## config.mk

```make
export PLATFORM = sky130hd
export DESIGN_NAME = tcsdft_cordic
export DESIGN_NICKNAME = d
export VERILOG_FILES = /design/src/rtl/core/tcsdft_pkg.sv /design/src/rtl/core/tcsdft_cordic.sv
export SDC_FILE = /design/constraint.sdc
export NUM_CORES = 1
export LEC_CHECK = 0
export ABC_CLOCK_PERIOD_IN_PS = 7700
export CAP_MARGIN = 30
export CORE_UTILIZATION = 55
export CTS_BUF_LIST = sky130_fd_sc_hd__clkbuf_4
export CTS_CLUSTER_SIZE = 25
export DETAILED_ROUTE_END_ITERATION = 8
export DONT_BUFFER_PORTS = 1
export PLACE_DENSITY = 0.7
export SLEW_MARGIN = 20
export SYNTH_ARGS = -nofsm -noshare
export SYNTH_HDL_FRONTEND = slang
export SYNTH_SLANG_ARGS = --single-unit
```

## constraint.sdc

```tcl
create_clock -name clk_i -period 7.7 [get_ports clk_i]
set_clock_uncertainty 0.15 [all_clocks]
set_input_delay 1.54 -clock clk_i [delete_from_list [all_inputs] [get_ports clk_i]]
set_output_delay 1.54 -clock clk_i [all_outputs]
set_load 0.01 [all_outputs]
```

## src/rtl/core/tcsdft_pkg.sv

```systemverilog
// ---------------------------------------------------------------------------
// tcsdft_pkg: shared types and constants
// CORDIC angle table, gain, and the control struct for the shared CORDIC unit.
// ---------------------------------------------------------------------------
package tcsdft_pkg;

  localparam int unsigned CordicSteps = 24;
  localparam int unsigned StepBits    = 5;
  localparam int unsigned CordicW     = 48;
  localparam logic [31:0] CordicGain  = 32'd652032875;
  localparam logic [31:0] OscStepRst  = 32'd629145600;

  typedef enum logic [1:0] {
    CMODE_ROTATE = 2'b01,
    CMODE_VECTOR = 2'b10
  } cmode_e;

  typedef struct packed {
    logic   start;
    cmode_e mode;
  } cordic_ctrl_t;

  function automatic logic [31:0] atan_lut(input logic [StepBits-1:0] i);
    logic [31:0] r;
    case (i)
      5'd0:  r = 32'd536870912;
      5'd1:  r = 32'd316933406;
      5'd2:  r = 32'd167458907;
      5'd3:  r = 32'd85004756;
      5'd4:  r = 32'd42667331;
      5'd5:  r = 32'd21354465;
      5'd6:  r = 32'd10679838;
      5'd7:  r = 32'd5340245;
      5'd8:  r = 32'd2670163;
      5'd9:  r = 32'd1335087;
      5'd10: r = 32'd667544;
      5'd11: r = 32'd333772;
      5'd12: r = 32'd166886;
      5'd13: r = 32'd83443;
      5'd14: r = 32'd41722;
      5'd15: r = 32'd20861;
      5'd16: r = 32'd10430;
      5'd17: r = 32'd5215;
      5'd18: r = 32'd2608;
      5'd19: r = 32'd1304;
      5'd20: r = 32'd652;
      5'd21: r = 32'd326;
      5'd22: r = 32'd163;
      5'd23: r = 32'd81;
      default: r = 32'd0;
    endcase
    return r;
  endfunction

endpackage

```

## src/rtl/core/tcsdft_cordic.sv

```systemverilog
// ---------------------------------------------------------------------------
// tcsdft_cordic: shared iterative CORDIC
// One micro-rotation per cycle, rotation mode for sin/cos, vectoring for atan2.
// ---------------------------------------------------------------------------
module tcsdft_cordic (
  input  logic                              clk_i,
  input  logic                              rst_ni,
  input  tcsdft_pkg::cordic_ctrl_t          ctrl_i,
  input  logic signed [tcsdft_pkg::CordicW-1:0] x_i,
  input  logic signed [tcsdft_pkg::CordicW-1:0] y_i,
  input  logic [31:0]                       z_i,
  output logic signed [tcsdft_pkg::CordicW-1:0] x_o,
  output logic signed [tcsdft_pkg::CordicW-1:0] y_o,
  output logic [31:0]                       z_o,
  output logic                              done_o
);

  localparam int unsigned W = tcsdft_pkg::CordicW;

  logic signed [W-1:0] x_q, x_d, y_q, y_d;
  logic [31:0]         z_q, z_d;
  logic [tcsdft_pkg::StepBits-1:0] i_q, i_d;
  logic                busy_q, busy_d, done_q, done_d;
  tcsdft_pkg::cmode_e  mode_q, mode_d;
  logic                dir;
  logic signed [W-1:0] xs, ys;
  logic [31:0]         at;

  always_comb begin
    xs = x_q >>> i_q;
    ys = y_q >>> i_q;
    at = tcsdft_pkg::atan_lut(i_q);
    // rotate: turn toward the remaining angle; vector: drive y to zero
    if (mode_q == tcsdft_pkg::CMODE_ROTATE) dir = ~z_q[31];
    else                                    dir = (y_q > 0);
    x_d = x_q; y_d = y_q; z_d = z_q; i_d = i_q;
    busy_d = busy_q; mode_d = mode_q; done_d = 1'b0;
    if (ctrl_i.start) begin
      x_d = x_i; y_d = y_i; z_d = z_i; i_d = '0;
      busy_d = 1'b1; mode_d = ctrl_i.mode;
    end else if (busy_q) begin
      if (mode_q == tcsdft_pkg::CMODE_ROTATE) begin
        if (dir) begin x_d = x_q - ys; y_d = y_q + xs; z_d = z_q - at; end
        else     begin x_d = x_q + ys; y_d = y_q - xs; z_d = z_q + at; end
      end else begin
        if (dir) begin x_d = x_q + ys; y_d = y_q - xs; z_d = z_q + at; end
        else     begin x_d = x_q - ys; y_d = y_q + xs; z_d = z_q - at; end
      end
      i_d = i_q + 1'b1;
      if (i_q == tcsdft_pkg::StepBits'(tcsdft_pkg::CordicSteps - 1)) begin
        busy_d = 1'b0;
        done_d = 1'b1;
      end
    end
  end

  always_ff @(posedge clk_i or negedge rst_ni) begin
    if (!rst_ni) begin
      busy_q <= 1'b0;
      done_q <= 1'b0;
      i_q    <= '0;
      mode_q <= tcsdft_pkg::CMODE_ROTATE;
    end else begin
      busy_q <= busy_d;
      done_q <= done_d;
      i_q    <= i_d;
      mode_q <= mode_d;
    end
  end

  always_ff @(posedge clk_i) begin
    x_q <= x_d;
    y_q <= y_d;
    z_q <= z_d;
  end

  assign x_o    = x_q;
  assign y_o    = y_q;
  assign z_o    = z_q;
  assign done_o = done_q;

endmodule

```

==> results of run 1 <==
## sequential cells by signal (all words and copies together) (netlist names)
register / flops
done_o: 1
x_o: 48
z_o: 32
mode_q: 2
y_o: 48
i_q: 5
busy_q: 1
## logic make-up (layout without fill, tap and decap cells)
group | count (synthesis) | count (layout) | synth area share, %
AO/OA/AOI/OAI | 1182 | 1182 | 28.2
adder cells (fa/ha/maj) | 278 | 278 | 13.6
multiplexers | 238 | 238 | 12.4
AND/OR/NAND/NOR | 1094 | 1094 | 18.7
buffers and inverters | 487 | 326 | 7.09
flip-flops | 137 | 137 | 15.7
other | 0 | 3 | 0
XOR/XNOR | 129 | 129 | 4.35
## worst register-to-register path, stage by stage (launching register included)
cell and delay [ns]:
dfrtp_4 0.73, clkinv_2 0.54, buf_4 0.50, mux2i_1 0.21, nand2_1 0.10, o21ai_0 0.20
mux2_2 0.38, ha_1 0.42, or4_4 0.56, nor3b_1 0.35, nand2_1 0.09, o311ai_1 0.46
nor3_1 0.23, o31ai_1 0.52, nor3b_1 0.43, o41a_1 0.24, xnor2_1 0.12, o21ai_0 0.10
## per-layer routing
layer	GRT usage (%)	vias to the layer above	wire, um
met5	0	-	0
met4	15.8	0	4080
met3	8.08	284	9190
met2	64.6	1567	44900
met1	51.5	12922	40000
li1	-	12493	-
## layout by cell type, fill, tap and decap left out, types with 39 or more instances in the layout
cell type  instances
mux2_2            80
a31oi_1           39
nand3_1           45
nand2_1          488
o21a_1            52
edfxtp_1         128
xnor2_1          106
o21bai_1          63
o21ai_0          321
nor2_1           270
ha_1             272
nor4_1            42
nor3_1            65
mux2i_1          100
a21oi_1          366
o31ai_1           40
mux4_2            58
a21o_1            67
a211oi_1          49
inv_1            257
## final cells by class
cell class | count | area [sq um]
antenna | 3 | 7.51
clock buffer | 17 | 128
clock inverter | 15 | 165
fill | 4480 | 20100
inverter | 265 | 996
multi-input combinational | 2921 | 20100
sequential | 137 | 4090
tap | 607 | 759
timing repair buffer | 29 | 270
## per-stage QoR
stage                     std cells  util (%)  hold slack (ns)  worst slack, ns  instance area [sq um]
final                          3994      56.8            0.285             1.12                  26500
after global routing           3993      56.8            0.240            0.862                  26500
after CTS                      3988      56.7            0.211             1.05                  26400
after detailed placement       3956      56.1            0.354             1.07                  26100
after global placement         3956      56.1            0.345             1.14                  26100
after floorplan                3545         -            0.331             2.04                  25900
## final timing paths
| check | startpoint | to | slack [ns] | cells after the start |
|---|---|---|---|---|
| worst min register to register | mode_q[1] | mode_q[1] | 0.38 | 1 |
| max in group asynchronous | rst_ni | mode_q[0] | 6.93 | 0 |
| worst min-delay path | rst_ni | done_o | 0.28 | 0 |
| worst max-delay path | i_q[2] | x_o[45] | 1.12 | 17 |
| worst max register to register | i_q[2] | x_o[45] | 1.12 | 17 |
| min in group clk_i | mode_q[1] | mode_q[1] | 0.38 | 1 |
==> impl_metrics.tcl, run 1 <==
set metrics [dict create \
    clkTransAtPathRegs_ns 0.14 \
    routed_wl_mm 98.1 \
    finalSetupTns_ns 0 \
    rsz0062_at_grt "no" \
    path_buf_inv 2 \
    syn_inst 3545 \
    synth-edff-count 128 \
    status "completed" \
    synth_area_leaders "edfxtp_1 15%, ha_1 13%, a21oi_1 7.1%, nand2_1 7.1%, o21ai_0 6.2%" \
    synth-async-reset-ratio_pct 6.57 \
    grt_pass1_wl_mm 147 \
    grt_overflow_total 0 \
    vias 27266 \
    port_buffers 0 \
    synthFlopType "edfxtp_1" \
    cts_made_buffers 17 \
    drive_above_1_share_pct 6.94 \
    tightest_slew_ns 1.04 \
    die_area_sq_mm 0.0480 \
    ys_ff_latch 137 \
    h-tree-depth 4 \
    arrival_ns 6.96 \
    place_hpwl_mm 76.6 \
    clock_path_buffers 2 \
    drt_pass1_iterations 9 \
    syn-cell-area_sq_mm 0.0259 \
    cts_setup_buffers 0 \
    cp_max_fo 53 \
    grt_use_total_pct 39.8 \
    area_growth_pct 2.01 \
    drc 0 \
    hp-class "primary input to async pin" \
    worstPathRequired_ns 8.08 \
    die_x_um 219 \
    cts-resized-gates 0 \
    hold_viol 0 \
    wl_per_cell_um 24.6 \
    grt_pass1_vias 24910 \
    synth.avg_cell_area_sq_um 7.32 \
    synth.most_common_cell "nand2_1" \
    cts_tree "yes" \
    first_iter_violations 3747 \
    cp-end-kind "flop" \
    die_y_um 219 \
    max_slew_margin_pct 30.8 \
    ys_types 85 \
    finalCritPeriodShare_pct 85.4 \
    synth_largest_area_cell "edfxtp_1" \
    fmax_mhz 152 \
    finalNetCount 3782 \
    crit_family "simple AND/OR/NAND/NOR gates" \
    synth_top_area_share_pct 14.8 \
    antenna_found_initial 2 \
    root_buffer "clkbuf_4" \
    start_kind "flop" \
    slowest_delay_ns 0.73 \
    initial_core_util_pct 55.7 \
    setup_viol 0 \
    fp-row-count 79 \
    cts.sinks 137 \
    syn_nets 3956 \
    maxCapViolCount 0 \
    io_pins 262 \
    detail-route-antenna-nets 0 \
    coreArea_sq_mm 0.0466 \
    critPathSlowestCell "dfrtp_4" \
    insertion_delay_ns 0.79 \
    worstSetupPathType "flop to flop" \
    synth_warnings 0 \
    via_per_inst 6.83 \
    grt_max_degree 206 \
    final-max-slew-violation-count 0 \
    path_cells "clkinv_2 > buf_4 > mux2i_1 > nand2_1 > o21ai_0 > mux2_2 > ha_1 > or4_4 > nor3b_1 > nand2_1 > o311ai_1 > nor3_1 > o31ai_1 > nor3b_1 > o41a_1 > xnor2_1 > o21ai_0" \
    synth_common_cells "488 x nand2_1, 366 x a21oi_1, 321 x o21ai_0" \
    ys_seq_area_share_pct 15.7 \
    cts-hold-fix-buffers 0 \
    place.gp.congestion 1.02 \
    finalCriticalPeriod_ns 6.58 \
]
Power of run 1 is left out: the tool's default activity adds up to more than one toggle a clock period on the data nets, which glitch-free logic cannot reach.
==> run 2, diff against run 1 <==
--- a/config.mk
+++ b/config.mk
@@ -6,13 +6,13 @@
 export NUM_CORES = 1
 export LEC_CHECK = 0
 export ABC_CLOCK_PERIOD_IN_PS = 7700
-export CAP_MARGIN = 30
+export BUFFER_PORTS_ARGS = -buffer_cell sky130_fd_sc_hd__buf_2
+export CAP_MARGIN = 25
 export CORE_UTILIZATION = 55
-export CTS_BUF_LIST = sky130_fd_sc_hd__clkbuf_4
+export CTS_BUF_LIST = sky130_fd_sc_hd__clkbuf_8
 export CTS_CLUSTER_SIZE = 25
 export DETAILED_ROUTE_END_ITERATION = 8
-export DONT_BUFFER_PORTS = 1
-export PLACE_DENSITY = 0.7
+export PLACE_DENSITY = 0.75
 export SLEW_MARGIN = 20
 export SYNTH_ARGS = -nofsm -noshare
 export SYNTH_HDL_FRONTEND = slang
==> run 2 against run 1 <==
  * Die area unchanged
  * Worst hold slack gained 0.087 ns
  * Critical endpoint is now x_o[35]
  * Critical path type unchanged
  * First-iteration DRC count fell by 17%
  * Flip-flop and latch count did not move
  * Via count is 0.95% higher
==> impl_metrics.tcl, run 2 (synthesis gave the netlist of run 1 again) <==
set metrics [dict create \
    status "completed" \
    cts_tree "yes" \
    grt_pass1_vias 25319 \
    insertion_delay_ns 0.62 \
    place_hpwl_mm 71.5 \
    cp_max_fo 80 \
    cp-end-kind "flop" \
    slowest_delay_ns 1.10 \
    hold_viol 0 \
    drt_pass1_iterations 8 \
    rsz0062_at_grt "no" \
    final_cell_mix "488 x nand2_1, 366 x a21oi_1, 321 x o21ai_0" \
    final-max-slew-violation-count 0 \
    worstPathRequired_ns 7.94 \
    grt_max_degree 102 \
    finalCritPeriodShare_pct 87.4 \
    via_per_inst 6.48 \
    post-route-util_pct 59.8 \
    m1WireLength_mm 37.6 \
    worstSetupPathType "flop to flop" \
    setup_viol 0 \
    fp-row-count 79 \
    initial_core_util_pct 55.7 \
    detail-route-antenna-nets 0 \
    finalCriticalPeriod_ns 6.73 \
    cpMostUsedCell "o21ai_0" \
    finalNetCount 4040 \
    die_area_sq_mm 0.0480 \
    maxCapViolCount 0 \
    clock_path_buffers 2 \
    wl_met3_mm 7.74 \
    coreArea_sq_mm 0.0466 \
    vias 27525 \
    h-tree-depth 4 \
    antenna_found_initial 0 \
    tightest_slew_ns 1.16 \
    grt_overflow_total 0 \
    start_kind "flop" \
    port_buffers 261 \
    wl_met2_mm 42.2 \
    area_growth_pct 7.27 \
    fmax_mhz 149 \
    cts_setup_buffers 0 \
    die_y_um 219 \
    routed_wl_mm 92.1 \
    cts_made_buffers 17 \
    root_buffer "clkbuf_8" \
    clkTransAtPathRegs_ns 0.09 \
    cts-hold-fix-buffers 0 \
    final_common_cell "nand2_1" \
    reg2reg_slack_ns 0.97 \
    arrival_ns 6.97 \
    drc 0 \
    finalSetupTns_ns 0 \
    place.gp.congestion 0.996 \
    grt_pass1_wl_mm 141 \
    max_slew_margin_pct 22.1 \
    cts-resized-gates 0 \
    drive_above_1_share_pct 13.6 \
    highest_layer "met4" \
    path_cells "buf_12 > mux2_2 > o21ai_0 > o21ai_0 > mux2i_1 > mux2_2 > ha_1 > or4_4 > nor3b_1 > nand2_1 > o311ai_1 > nor4_1 > o21ai_0 > a31oi_1 > o41ai_1 > nand4_1 > o311ai_0" \
    grt_use_total_pct 37.7 \
    cts.sinks 137 \
    wl_per_cell_um 21.7 \
    die_x_um 219 \
    critPathSlowestCell "dfrtp_4" \
    io_pins 262 \
    first_iter_violations 3116 \
    hp-class "flop to flop" \
]
[run 2: final cells by class]
| type | instances | area, sq um |
|---|---|---|
| Antenna cell | 1 | 2.50 |
| Clock inverter | 15 | 166 |
| Fill cell | 4502 | 18700 |
| Sequential cell | 137 | 4090 |
| Multi-Input combinational cell | 2921 | 20100 |
| Inverter | 265 | 996 |
| Tap cell | 607 | 759 |
| Clock buffer | 17 | 234 |
| Timing Repair Buffer | 287 | 1530 |
[run 2: worst paths after layout]
path,start,endpoint,cells after the start
max in group asynchronous,rst_ni,mode_q[0],1
setup reg to reg,i_q[1],x_o[35],17
hold reg to reg,mode_q[1],mode_q[1],1
setup / recovery,i_q[1],x_o[35],17
min in group asynchronous,rst_ni,mode_q[1],1
hold / removal,mode_q[1],mode_q[1],1
[run 2: metal layers]
metal	GRT usage [%]	up-vias
met5	0	-
met1	48.3	12857
met2	60.8	1414
met3	6.83	247
li1	-	13007
met4	18.4	0
[run 2: stage by stage]
step	setup slack (ns)	cells	hold WS [ns]	instance area, sq um
floorplan	2.04	3545	0.331	25900
global placement	1.28	4217	0.352	27400
detailed placement	1.25	4217	0.352	27400
CTS	1.18	4249	0.373	27800
global route	0.571	4249	0.385	27800
finish	0.967	4250	0.371	27800
[run 2: critical path, delay by kind of cell, from the launching register on]
kind                       cells  cell delay (ns)
AOI/OAI and AO/OA              7             2.19
buffers and inverters          1             0.34
DFF                            1             1.10
and+or+nand+nor                5             1.32
adders and majority gates      1             0.38
muxes                          3             0.98
Power of run 2 is left out for the same reason.
